### src/lattice_run_tumble_step_macros.svh
// Assertion macros shared by the run-and-tumble step design.
`ifndef LATTICE_RUN_TUMBLE_STEP_MACROS_SVH
`define LATTICE_RUN_TUMBLE_STEP_MACROS_SVH

// Same-cycle implication, checked out of reset on clk_i.
`define LRTS_ASSERT_NOW(lbl, ante, cons, msg) \
  lbl: assert property (@(posedge clk_i) disable iff (!rst_ni) (ante) |-> (cons)) \
    else $error(msg);

// Next-cycle implication, checked out of reset on clk_i.
`define LRTS_ASSERT_NEXT(lbl, ante, cons, msg) \
  lbl: assert property (@(posedge clk_i) disable iff (!rst_ni) (ante) |=> (cons)) \
    else $error(msg);

`endif

### src/lrts_pkg.sv
// Package with types, codes and lattice constants of the run-and-tumble step.
`timescale 1ns / 1ps
package lrts_pkg;

  // Lattice geometry and obstacle placement.
  localparam int unsigned GRID_WIDTH       = 10;
  localparam int unsigned GRID_HEIGHT      = 10;
  localparam int unsigned HOOK_COLUMN      = 5;
  localparam int unsigned HOOK_ROW         = 5;
  localparam int unsigned SYM_FIRST_COLUMN = 3;
  localparam int unsigned SYM_LAST_COLUMN  = 8;

  localparam logic [15:0] KEEP_RESET = 16'h8000;

  // Configuration register indexes.
  typedef enum logic [2:0] {
    REG_KEEP      = 3'd0,
    REG_THR_DIR0  = 3'd1,
    REG_THR_DIR1  = 3'd2,
    REG_THR_DIR2  = 3'd3,
    REG_THR_DIR3  = 3'd4,
    REG_OBSTACLE  = 3'd5
  } lrts_reg_e;

  // Item kinds.
  typedef enum logic [1:0] {
    KIND_PLACE = 2'd0,
    KIND_STEP  = 2'd1,
    KIND_CLEAR = 2'd2
  } lrts_kind_e;

  // Move codes.
  typedef enum logic [2:0] {
    MOVE_RIGHT = 3'd0,
    MOVE_LEFT  = 3'd1,
    MOVE_UP    = 3'd2,
    MOVE_DOWN  = 3'd3,
    MOVE_NONE  = 3'd4
  } lrts_move_e;

  // Obstacle layouts.
  typedef enum logic [1:0] {
    OBST_NONE       = 2'd0,
    OBST_LEFT_HOOK  = 2'd1,
    OBST_RIGHT_HOOK = 2'd2,
    OBST_SYM_HOOK   = 2'd3
  } lrts_obst_e;

  typedef struct packed {
    logic [15:0]      keep_threshold;
    logic [3:0][63:0] thresholds;
    logic [1:0]       obstacle_mode;
  } lrts_cfg_t;

  typedef struct packed {
    logic [3:0]         column;
    logic [3:0]         row;
    logic [1:0]         heading;
    logic signed [31:0] wraps;
  } lrts_state_t;

  typedef struct packed {
    logic [1:0]  kind;
    logic [3:0]  start_x;
    logic [3:0]  start_y;
    logic [14:0] flip_draw;
    logic [1:0]  turn_offset;
    logic [14:0] move_draw;
    logic        measure;
  } lrts_item_t;

  typedef struct packed {
    logic [3:0]         pos_x;
    logic [3:0]         pos_y;
    logic [1:0]         direction;
    logic [2:0]         move_taken;
    logic signed [31:0] winding_count;
  } lrts_result_t;

endpackage

### src/lrts_if.sv
// Valid/ready channel interfaces for items, results and configuration writes.
`timescale 1ns / 1ps
interface lrts_item_if;
  logic        valid;
  logic        ready;
  logic [1:0]  kind;
  logic [3:0]  start_x;
  logic [3:0]  start_y;
  logic [14:0] flip_draw;
  logic [1:0]  turn_offset;
  logic [14:0] move_draw;
  logic        measure;

  modport source (output valid, kind, start_x, start_y, flip_draw, turn_offset,
                  move_draw, measure, input ready);
  modport sink (input valid, kind, start_x, start_y, flip_draw, turn_offset,
                move_draw, measure, output ready);
endinterface

interface lrts_result_if;
  logic               valid;
  logic               ready;
  logic [3:0]         pos_x;
  logic [3:0]         pos_y;
  logic [1:0]         direction;
  logic [2:0]         move_taken;
  logic signed [31:0] winding_count;

  modport source (output valid, pos_x, pos_y, direction, move_taken, winding_count,
                  input ready);
  modport sink (input valid, pos_x, pos_y, direction, move_taken, winding_count,
                output ready);
endinterface

interface lrts_cfg_if;
  logic        valid;
  logic        ready;
  logic [2:0]  index;
  logic [63:0] data;

  modport source (output valid, index, data, input ready);
  modport sink (input valid, index, data, output ready);
endinterface

### src/lrts_cfg_regs.sv
// Configuration register file: keep threshold, move thresholds, obstacle layout.
`timescale 1ns / 1ps
module lrts_cfg_regs (
  input  logic              clk_i,
  input  logic              rst_ni,
  lrts_cfg_if.sink          cfg_i,
  output lrts_pkg::lrts_cfg_t cfg_o
);
  import lrts_pkg::*;

  lrts_cfg_t cfg_q;
  lrts_cfg_t cfg_d;

  // Writes are always taken; indexes past the list are dropped.
  assign cfg_i.ready = 1'b1;

  always_comb begin
    cfg_d = cfg_q;
    if (cfg_i.valid) begin
      case (cfg_i.index)
        REG_KEEP:     cfg_d.keep_threshold = cfg_i.data[15:0];
        REG_THR_DIR0: cfg_d.thresholds[0]  = cfg_i.data;
        REG_THR_DIR1: cfg_d.thresholds[1]  = cfg_i.data;
        REG_THR_DIR2: cfg_d.thresholds[2]  = cfg_i.data;
        REG_THR_DIR3: cfg_d.thresholds[3]  = cfg_i.data;
        REG_OBSTACLE: cfg_d.obstacle_mode  = cfg_i.data[1:0];
        default:      cfg_d = cfg_q;
      endcase
    end
  end

  always_ff @(posedge clk_i or negedge rst_ni) begin
    if (!rst_ni) begin
      cfg_q.keep_threshold <= KEEP_RESET;
      cfg_q.thresholds     <= '0;
      cfg_q.obstacle_mode  <= OBST_NONE;
    end else begin
      cfg_q <= cfg_d;
    end
  end

  assign cfg_o = cfg_q;

endmodule

### src/lrts_step_logic.sv
// Combinational step: tumble test, move choice, wall and wrap rules, winding count.
`timescale 1ns / 1ps
module lrts_step_logic (
  input  lrts_pkg::lrts_cfg_t    cfg_i,
  input  lrts_pkg::lrts_state_t  state_i,
  input  lrts_pkg::lrts_item_t   item_i,
  output lrts_pkg::lrts_state_t  state_o,
  output lrts_pkg::lrts_result_t result_o
);
  import lrts_pkg::*;

  // Positions are handled on 5 bits so that one past the edge still fits.
  localparam logic [4:0] X_PAST_EDGE = 5'(GRID_WIDTH + 1);
  localparam logic [4:0] Y_PAST_EDGE = 5'(GRID_HEIGHT + 1);
  localparam logic [4:0] X_LAST      = 5'(GRID_WIDTH);
  localparam logic [4:0] Y_LAST      = 5'(GRID_HEIGHT);
  localparam logic [4:0] HOOK_COL5   = 5'(HOOK_COLUMN);
  localparam logic [4:0] HOOK_COL5P  = 5'(HOOK_COLUMN + 1);
  localparam logic [4:0] HOOK_ROW5   = 5'(HOOK_ROW);
  localparam logic [4:0] HOOK_ROW5P  = 5'(HOOK_ROW + 1);
  localparam logic [4:0] SYM_FIRST5  = 5'(SYM_FIRST_COLUMN);
  localparam logic [4:0] SYM_LAST5   = 5'(SYM_LAST_COLUMN);
  localparam logic [3:0] X_MAX4      = 4'(GRID_WIDTH);
  localparam logic [3:0] Y_MAX4      = 4'(GRID_HEIGHT);
  localparam logic signed [31:0] WRAP_MAX = 32'sh7FFF_FFFF;
  localparam logic signed [31:0] WRAP_MIN = 32'sh8000_0000;

  logic [1:0]  heading;
  logic [63:0] thr_row;
  logic [2:0]  move;
  logic [4:0]  x_cur;
  logic [4:0]  y_cur;
  logic [4:0]  x_nxt;
  logic [4:0]  y_nxt;
  logic        hook;
  logic        sym;
  logic        horiz_wall;
  logic        wrap_up;
  logic        wrap_down;

  // Tumble test and move choice against the current heading's thresholds.
  always_comb begin
    heading = state_i.heading;
    if ({1'b0, item_i.flip_draw} >= cfg_i.keep_threshold) begin
      heading = state_i.heading + item_i.turn_offset;
    end
    thr_row = cfg_i.thresholds[heading];
    move    = MOVE_NONE;
    for (int m = 3; m >= 0; m--) begin
      if ({1'b0, item_i.move_draw} < thr_row[16*m +: 16]) begin
        move = 3'(m);
      end
    end
  end

  // Obstacle layout decode.
  always_comb begin
    hook       = 1'b0;
    sym        = 1'b0;
    horiz_wall = 1'b0;
    unique case (cfg_i.obstacle_mode)
      OBST_NONE: begin
        horiz_wall = 1'b0;
      end
      OBST_LEFT_HOOK: begin
        hook       = 1'b1;
        horiz_wall = (x_cur <= HOOK_COL5);
      end
      OBST_RIGHT_HOOK: begin
        hook       = 1'b1;
        horiz_wall = (x_cur >= HOOK_COL5P);
      end
      OBST_SYM_HOOK: begin
        sym        = 1'b1;
        horiz_wall = (x_cur >= SYM_FIRST5) && (x_cur <= SYM_LAST5);
      end
      default: horiz_wall = 1'b0;
    endcase
  end

  // Apply the move: wall test first, then the edge rule.
  always_comb begin
    x_cur     = {1'b0, state_i.column};
    y_cur     = {1'b0, state_i.row};
    x_nxt     = x_cur;
    y_nxt     = y_cur;
    wrap_up   = 1'b0;
    wrap_down = 1'b0;
    unique case (move)
      MOVE_RIGHT: begin
        x_nxt = x_cur + 5'd1;
        if (hook && (x_nxt == X_PAST_EDGE) && (y_cur <= HOOK_ROW5)) begin
          x_nxt = x_cur;
        end else if (sym && (x_nxt == HOOK_COL5P) && (y_cur <= HOOK_ROW5)) begin
          x_nxt = x_cur;
        end else if (x_nxt == X_PAST_EDGE) begin
          x_nxt   = 5'd1;
          wrap_up = 1'b1;
        end
      end
      MOVE_LEFT: begin
        x_nxt = x_cur - 5'd1;
        if (hook && (x_nxt == 5'd0) && (y_cur <= HOOK_ROW5)) begin
          x_nxt = x_cur;
        end else if (sym && (x_nxt == HOOK_COL5) && (y_cur <= HOOK_ROW5)) begin
          x_nxt = x_cur;
        end else if (x_nxt == 5'd0) begin
          x_nxt     = X_LAST;
          wrap_down = 1'b1;
        end
      end
      MOVE_UP: begin
        y_nxt = y_cur + 5'd1;
        if (horiz_wall && (y_nxt == HOOK_ROW5P)) begin
          y_nxt = y_cur;
        end else if (y_nxt == Y_PAST_EDGE) begin
          y_nxt = Y_LAST;
        end
      end
      MOVE_DOWN: begin
        y_nxt = y_cur - 5'd1;
        if (horiz_wall && (y_nxt == HOOK_ROW5)) begin
          y_nxt = y_cur;
        end else if (y_nxt == 5'd0) begin
          y_nxt = 5'd1;
        end
      end
      default: begin
        x_nxt = x_cur;
      end
    endcase
  end

  // Next state and result word by item kind.
  always_comb begin
    state_o             = state_i;
    result_o.move_taken = MOVE_NONE;
    case (item_i.kind)
      KIND_PLACE: begin
        if (item_i.start_x == 4'd0) begin
          state_o.column = 4'd1;
        end else if (item_i.start_x > X_MAX4) begin
          state_o.column = X_MAX4;
        end else begin
          state_o.column = item_i.start_x;
        end
        if (item_i.start_y == 4'd0) begin
          state_o.row = 4'd1;
        end else if (item_i.start_y > Y_MAX4) begin
          state_o.row = Y_MAX4;
        end else begin
          state_o.row = item_i.start_y;
        end
      end
      KIND_STEP: begin
        state_o.heading     = heading;
        state_o.column      = x_nxt[3:0];
        state_o.row         = y_nxt[3:0];
        result_o.move_taken = move;
        if (item_i.measure && wrap_up && (state_i.wraps != WRAP_MAX)) begin
          state_o.wraps = state_i.wraps + 32'sd1;
        end else if (item_i.measure && wrap_down && (state_i.wraps != WRAP_MIN)) begin
          state_o.wraps = state_i.wraps - 32'sd1;
        end
      end
      KIND_CLEAR: begin
        state_o.wraps = '0;
      end
      default: begin
        state_o = state_i;
      end
    endcase
    result_o.pos_x         = state_o.column;
    result_o.pos_y         = state_o.row;
    result_o.direction     = state_o.heading;
    result_o.winding_count = state_o.wraps;
  end

endmodule

### src/lattice_run_tumble_step.sv
// Top level of the run-and-tumble lattice step: input stage, state, result stage.
// A word passes through the input register, then the result register, before its
// result is offered on the result channel.
// Throughput: one word per cycle while results are taken; the particle state register
// is updated in the same cycle that a word moves from input to result register.
// Reset clears both stages, puts the particle at column 1, row 1, heading 0,
// winding count 0, and returns the configuration registers to their defaults.
`timescale 1ns / 1ps
`include "lattice_run_tumble_step_macros.svh"
module lattice_run_tumble_step (
  input  logic       clk_i,
  input  logic       rst_ni,
  lrts_item_if.sink  item_i,
  lrts_result_if.source result_o,
  lrts_cfg_if.sink   cfg_i
);
  import lrts_pkg::*;

  localparam logic [3:0] GRID_W4 = 4'(GRID_WIDTH);
  localparam logic [3:0] GRID_H4 = 4'(GRID_HEIGHT);

  lrts_cfg_t    cfg;
  lrts_item_t   item_q;
  logic         item_vld_q;
  lrts_state_t  state_q;
  lrts_state_t  state_d;
  lrts_result_t res_d;
  lrts_result_t res_q;
  logic         res_vld_q;
  logic         advance;

  // Configuration registers.
  lrts_cfg_regs u_cfg (
    .clk_i  (clk_i),
    .rst_ni (rst_ni),
    .cfg_i  (cfg_i),
    .cfg_o  (cfg)
  );

  // Step logic between the input register and the result register.
  lrts_step_logic u_step (
    .cfg_i    (cfg),
    .state_i  (state_q),
    .item_i   (item_q),
    .state_o  (state_d),
    .result_o (res_d)
  );

  // A word moves forward when the result register is free or being emptied.
  assign advance      = item_vld_q && (!res_vld_q || result_o.ready);
  assign item_i.ready = !item_vld_q || advance;

  // Input stage control.
  always_ff @(posedge clk_i or negedge rst_ni) begin
    if (!rst_ni) begin
      item_vld_q <= 1'b0;
    end else if (item_i.ready) begin
      item_vld_q <= item_i.valid;
    end
  end

  // Input stage payload.
  always_ff @(posedge clk_i) begin
    if (item_i.valid && item_i.ready) begin
      item_q.kind        <= item_i.kind;
      item_q.start_x     <= item_i.start_x;
      item_q.start_y     <= item_i.start_y;
      item_q.flip_draw   <= item_i.flip_draw;
      item_q.turn_offset <= item_i.turn_offset;
      item_q.move_draw   <= item_i.move_draw;
      item_q.measure     <= item_i.measure;
    end
  end

  // Particle state.
  always_ff @(posedge clk_i or negedge rst_ni) begin
    if (!rst_ni) begin
      state_q.column  <= 4'd1;
      state_q.row     <= 4'd1;
      state_q.heading <= 2'd0;
      state_q.wraps   <= '0;
    end else if (advance) begin
      state_q <= state_d;
    end
  end

  // Result stage control.
  always_ff @(posedge clk_i or negedge rst_ni) begin
    if (!rst_ni) begin
      res_vld_q <= 1'b0;
    end else if (advance) begin
      res_vld_q <= 1'b1;
    end else if (result_o.ready) begin
      res_vld_q <= 1'b0;
    end
  end

  // Result stage payload.
  always_ff @(posedge clk_i) begin
    if (advance) begin
      res_q <= res_d;
    end
  end

  assign result_o.valid         = res_vld_q;
  assign result_o.pos_x         = res_q.pos_x;
  assign result_o.pos_y         = res_q.pos_y;
  assign result_o.direction     = res_q.direction;
  assign result_o.move_taken    = res_q.move_taken;
  assign result_o.winding_count = res_q.winding_count;

  // Checks on the datapath and stage handoff.
  `LRTS_ASSERT_NEXT(a_advance_fills_result, advance, res_vld_q, "result stage not filled")
  `LRTS_ASSERT_NOW(a_column_range, 1'b1,
    (state_q.column >= 4'd1) && (state_q.column <= GRID_W4), "column out of range")
  `LRTS_ASSERT_NOW(a_row_range, 1'b1,
    (state_q.row >= 4'd1) && (state_q.row <= GRID_H4), "row out of range")
  `LRTS_ASSERT_NEXT(a_non_step_no_move, advance && (item_q.kind != KIND_STEP),
    res_q.move_taken == MOVE_NONE, "move reported for a non-step word")
  `LRTS_ASSERT_NEXT(a_wrap_by_one, advance && (item_q.kind == KIND_STEP),
    (state_q.wraps == $past(state_q.wraps)) ||
    (state_q.wraps == $past(state_q.wraps) + 32'sd1) ||
    (state_q.wraps == $past(state_q.wraps) - 32'sd1), "winding count jumped")

endmodule

### src/flat_wrapper.sv
// flat-port wrapper written by rule: the top's interface ports become plain ports
module lattice_run_tumble_step_flat import lrts_pkg::*;
  (clk_i, rst_ni, item_i_valid, item_i_kind, item_i_start_x, item_i_start_y, item_i_flip_draw, item_i_turn_offset, item_i_move_draw, item_i_measure, item_i_ready, result_o_valid, result_o_pos_x, result_o_pos_y, result_o_direction, result_o_move_taken, result_o_winding_count, result_o_ready, cfg_i_valid, cfg_i_index, cfg_i_data, cfg_i_ready);
  lrts_item_if item_i_i ();
  lrts_result_if result_o_i ();
  lrts_cfg_if cfg_i_i ();
  input  logic clk_i;
  input  logic rst_ni;
  input wire logic [$bits(item_i_i.valid)-1:0] item_i_valid;
  input wire logic [$bits(item_i_i.kind)-1:0] item_i_kind;
  input wire logic [$bits(item_i_i.start_x)-1:0] item_i_start_x;
  input wire logic [$bits(item_i_i.start_y)-1:0] item_i_start_y;
  input wire logic [$bits(item_i_i.flip_draw)-1:0] item_i_flip_draw;
  input wire logic [$bits(item_i_i.turn_offset)-1:0] item_i_turn_offset;
  input wire logic [$bits(item_i_i.move_draw)-1:0] item_i_move_draw;
  input wire logic [$bits(item_i_i.measure)-1:0] item_i_measure;
  output wire logic [$bits(item_i_i.ready)-1:0] item_i_ready;
  output wire logic [$bits(result_o_i.valid)-1:0] result_o_valid;
  output wire logic [$bits(result_o_i.pos_x)-1:0] result_o_pos_x;
  output wire logic [$bits(result_o_i.pos_y)-1:0] result_o_pos_y;
  output wire logic [$bits(result_o_i.direction)-1:0] result_o_direction;
  output wire logic [$bits(result_o_i.move_taken)-1:0] result_o_move_taken;
  output wire logic [$bits(result_o_i.winding_count)-1:0] result_o_winding_count;
  input wire logic [$bits(result_o_i.ready)-1:0] result_o_ready;
  input wire logic [$bits(cfg_i_i.valid)-1:0] cfg_i_valid;
  input wire logic [$bits(cfg_i_i.index)-1:0] cfg_i_index;
  input wire logic [$bits(cfg_i_i.data)-1:0] cfg_i_data;
  output wire logic [$bits(cfg_i_i.ready)-1:0] cfg_i_ready;
  assign item_i_i.valid = item_i_valid;
  assign item_i_i.kind = item_i_kind;
  assign item_i_i.start_x = item_i_start_x;
  assign item_i_i.start_y = item_i_start_y;
  assign item_i_i.flip_draw = item_i_flip_draw;
  assign item_i_i.turn_offset = item_i_turn_offset;
  assign item_i_i.move_draw = item_i_move_draw;
  assign item_i_i.measure = item_i_measure;
  assign item_i_ready = item_i_i.ready;
  assign result_o_valid = result_o_i.valid;
  assign result_o_pos_x = result_o_i.pos_x;
  assign result_o_pos_y = result_o_i.pos_y;
  assign result_o_direction = result_o_i.direction;
  assign result_o_move_taken = result_o_i.move_taken;
  assign result_o_winding_count = result_o_i.winding_count;
  assign result_o_i.ready = result_o_ready;
  assign cfg_i_i.valid = cfg_i_valid;
  assign cfg_i_i.index = cfg_i_index;
  assign cfg_i_i.data = cfg_i_data;
  assign cfg_i_ready = cfg_i_i.ready;
  lattice_run_tumble_step u_core (.clk_i(clk_i), .rst_ni(rst_ni), .item_i(item_i_i), .result_o(result_o_i), .cfg_i(cfg_i_i));
endmodule
### config.mk
export PLATFORM = sky130hd
export DESIGN_NAME = lattice_run_tumble_step_flat
export DESIGN_NICKNAME = d
export VERILOG_FILES = /design/src/lrts_pkg.sv /design/src/lrts_if.sv /design/src/lrts_cfg_regs.sv /design/src/lrts_step_logic.sv /design/src/lattice_run_tumble_step.sv /design/src/flat_wrapper.sv
export VERILOG_INCLUDE_DIRS = /design/src /design/src/src
export SDC_FILE = /design/constraint.sdc
export NUM_CORES = 1
export LEC_CHECK = 0
export ABC_CLOCK_PERIOD_IN_PS = 5300
export BUFFER_PORTS_ARGS = -buffer_cell sky130_fd_sc_hd__buf_2
export CAP_MARGIN = 40
export CORE_MARGIN = 2
export CORE_UTILIZATION = 30
export DETAILED_ROUTE_END_ITERATION = 6
export HOLD_SLACK_MARGIN = 0.05
export RECOVER_POWER = 50
export SETUP_SLACK_MARGIN = 0.5
export SLEW_MARGIN = 40
export SYNTH_ARGS = -nofsm -noshare
export SYNTH_HDL_FRONTEND = slang
export SYNTH_SLANG_ARGS = --single-unit
### constraint.sdc
create_clock -name clk_i -period 5.3 [get_ports clk_i]
set_input_delay 0.53 -clock clk_i [delete_from_list [all_inputs] [get_ports clk_i]]
set_output_delay 0.53 -clock clk_i [all_outputs]
set_load 0.005 [all_outputs]
==> out/qor.yml <==
synth:
  synthCells: 2071
  yosysTopAreaCell: "dfrtp_1"
  synthTopCellsByCount: "397 x nand2_1, 315 x dfrtp_1, 271 x mux2_2, 170 x nand3_1, 105 x clkbuf_1"
  ys_types: 85
  seq_area_frac_synth_pct: 49.2
  synth.most_common_cell: "nand2_1"
  syn-num-nets: 2278
  yosys_register_bits: 406
  synth_top_area_share_pct: 36.6
  synth-edff-count: 88
  avgSynthCellArea_um2: 10.4
  synth_area_leaders: "dfrtp_1 37%, mux2_2 14%, edfxtp_1 12%"
  yosysWarnings: 0
  synthFlopType: "dfrtp_1"
  netlist_area_um2: 21500
  async_flop_share_pct: 78.3
grt:
  grt_pass1_wl_um: 105000
  grt_pass1_vias: 18154
  grt_max_degree: 112
  overflow: 0
  grt_use_total_pct: 18.2
  antenna_found_initial: 12
placement:
  dpl.hpwl_um: 46000
  pre_cts_slack_ps: -328
  gp_congestion: 0.901
  io_buffers: 161
setup_path:
  critPathRequiredTime_ps: 5660
  worst_setup_path_end_kind: "flip-flop"
  r2r_slack_ps: -150
  path_class: "reg -> reg"
  reg2reg_depth: 26
  arrival_ps: 5820
  crit_path_end: "u_core.result_o.winding_count[28]"
  worstReg2RegEnd: "u_core.result_o.winding_count[28]"
  worstSetupStartpointType: "flip-flop"
  worstReg2RegStart: "u_core.item_q[32]"
  crit_start: "u_core.item_q[32]"
  cp_max_fo: 8
finish:
  layout-drive-gt1-share_pct: 36.2
  area_delta_synth_final_pct: 30.5
  nFillCells: 6898
  nets: 2585
  final_util_pct: 39.5
sta:
  final_max_slew_viol_count: 254
  fmax_mhz: 183
  hold_viol_final: 0
  rsz0062_at_grt: "true"
  tightest_slew_ps: 4720
  period_share_pct: 103
  finalSetupViolCount: 36
  skew_ps: 39.2
  max-slew-margin-rel_pct: -215
  period_needed_ps: 5450
  setup_ws_ps: -154
pwr:
  power_density_nw_per_um2: 526
  p_leak_uw: 0.0119
  ir_drop_v: 0.000285
clock_network:
  htreeDepth: 2
  cts_buffer_depth: 3
  cts_made_buffers: 48
  cts.sinks: 406
  cts.root.buffer_cell: "clkbuf_16"
  insertion_delay_ps: 610
  cts_tree: "yes"
  clkTransAtPathRegs_ps: 60
floorplanning:
  coreArea_um2: 71200
  start_util_pct: 30.2
  ios: 163
  rows: 98
  die-area_um2: 74000
  dieWidth_um: 272
  fp.dieH_um: 272
drt:
  wirelength_um: 68500
  wire_per_inst_um: 20.3
  drc: 0
  vias_per_cell: 5.20
  first_iter_violations: 1144
  drt-pass1-iter-count: 5
  vias: 17509
  drtAntennaViolNets: 0
job:
  maxCapViolCount: 6
run_status:
  violations: "max-capacitance violations, max-slew violations, negative setup slack"
  status: "finished with violations"
hold_path:
  min_path_type: "in -> reg"
-- cell families after synthesis --
family,synth area share [%]
compound gates,9.49
xor+xnor,0.569
fa+ha+maj,5.39
buf+inv,3.00
flops,49.2
mux,15.1
other cells,0.0174
simple gates,17.2
-- stage by stage --
| step | total power, uW | cell area, um2 | hold slack [ps] | setup TNS (ps) | instances |
|---|---|---|---|---|---|
| final | 14800 | 28100 | 100 | -2040 | 3370 |
| after global routing | 15700 | 28100 | 82.0 | -13510 | 3369 |
| after CTS | 14400 | 27600 | 63.4 | -866 | 3349 |
| after detailed placement | 10000 | 24800 | 493 | -6260 | 3215 |
| after global placement | 9860 | 24800 | 473 | -3050 | 3214 |
| after floorplan | 7880 | 21900 | 234 | -27.6 | 2071 |
-- worst min path at each step --
stage                       startpoint                       to  depth (start not counted)
2_1_floorplan                   rst_ni        u_core.item_vld_q                          0
3_3_place_gp         u_core.item_vld_q    u_core.result_o.valid                          1
3_5_place_dp   u_core.u_cfg.cfg_o[170]  u_core.u_cfg.cfg_o[170]                          1
4_1_cts           item_i_move_draw[10]        u_core.item_q[11]                          1
5_1_grt           item_i_move_draw[10]        u_core.item_q[11]                          1
6_report          item_i_move_draw[10]        u_core.item_q[11]                          1
-- worst max-delay path: stages (launching register included) --
cell,delay (ps)
edfxtp_1,410
ha_4,300
nand4b_4,100
or2_4,280
a311o_2,390
buf_6,140
nand4_1,140
nand2_4,80
buf_12,150
buf_12,130
nand2_4,50
nand3_2,60
nand2_2,90
ha_4,200
a21o_1,190
a211oi_2,240
o21ai_1,110
a221o_1,390
a41oi_2,240
a31oi_4,70
a211oi_2,260
buf_4,200
and2_4,170
buf_6,110
nand4_1,170
o21a_1,160
o211ai_1,340
-- state kept, by name, summed over array words and instances (netlist names) --
register / count
u_core.result_o.valid: 1
u_core.state_q: 42
u_core.u_cfg.cfg_o: 274
u_core.item_vld_q: 1
u_core.item_q: 43
u_core.result_o.winding_count: 32
u_core.result_o.direction: 2
u_core.result_o.pos_x: 4
u_core.result_o.move_taken: 3
u_core.result_o.pos_y: 4
-- cell type report --
class / instances / area [um2] / area share [%]
diodes: 3 / 7.51 / 0.0267
clock buffers: 68 / 1390 / 4.93
clock inverters: 21 / 293 / 1.04
inverters: 47 / 176 / 0.627
multi-input cells: 1498 / 11600 / 41.2
flip-flops and latches: 406 / 10600 / 37.7
well taps: 950 / 1190 / 4.23
repair buffers: 377 / 2890 / 10.3
-- power by group --
group	leakage [uW]	switching, uW	internal [uW]
Sequential	0.00470	570	3870
Combinational	0.00644	3610	3260
Clock	0.000808	1400	2090
Total	0.0119	5570	9220
-- timing repair --
action	in CTS	in global routing
buffers inserted	42	15
endpoints found under the setup margin	83	83
endpoints found under the hold margin	71	0
gates resized for setup	159	83
pin swaps	76	48
hold buffers	1	0
gates cloned	2	3
-- placed cells by master (no fill, tap or decap), drive strengths merged, types with 17 or more instances in the layout --
master	n
a21o	20
a21oi	49
and3	17
buf	325
clkbuf	118
dfrtp	315
edfxtp	88
ha	92
inv	50
mux2	271
mux2i	21
nand2	399
nand2b	17
nand3	170
nand4	30
nor2	67
nor3	37
o21ai	64
or3	17
-- layer usage --
layer / wire, um / GRT usage, % / vias up
li1: - / - / 8107
met1: 27900 / 22.1 / 8753
met2: 33800 / 30.8 / 493
met3: 4280 / 4.43 / 140
met4: 2340 / 7.68 / 16
met5: 101 / 0 / -
Note: power is estimated with default switching activity, not from simulation.
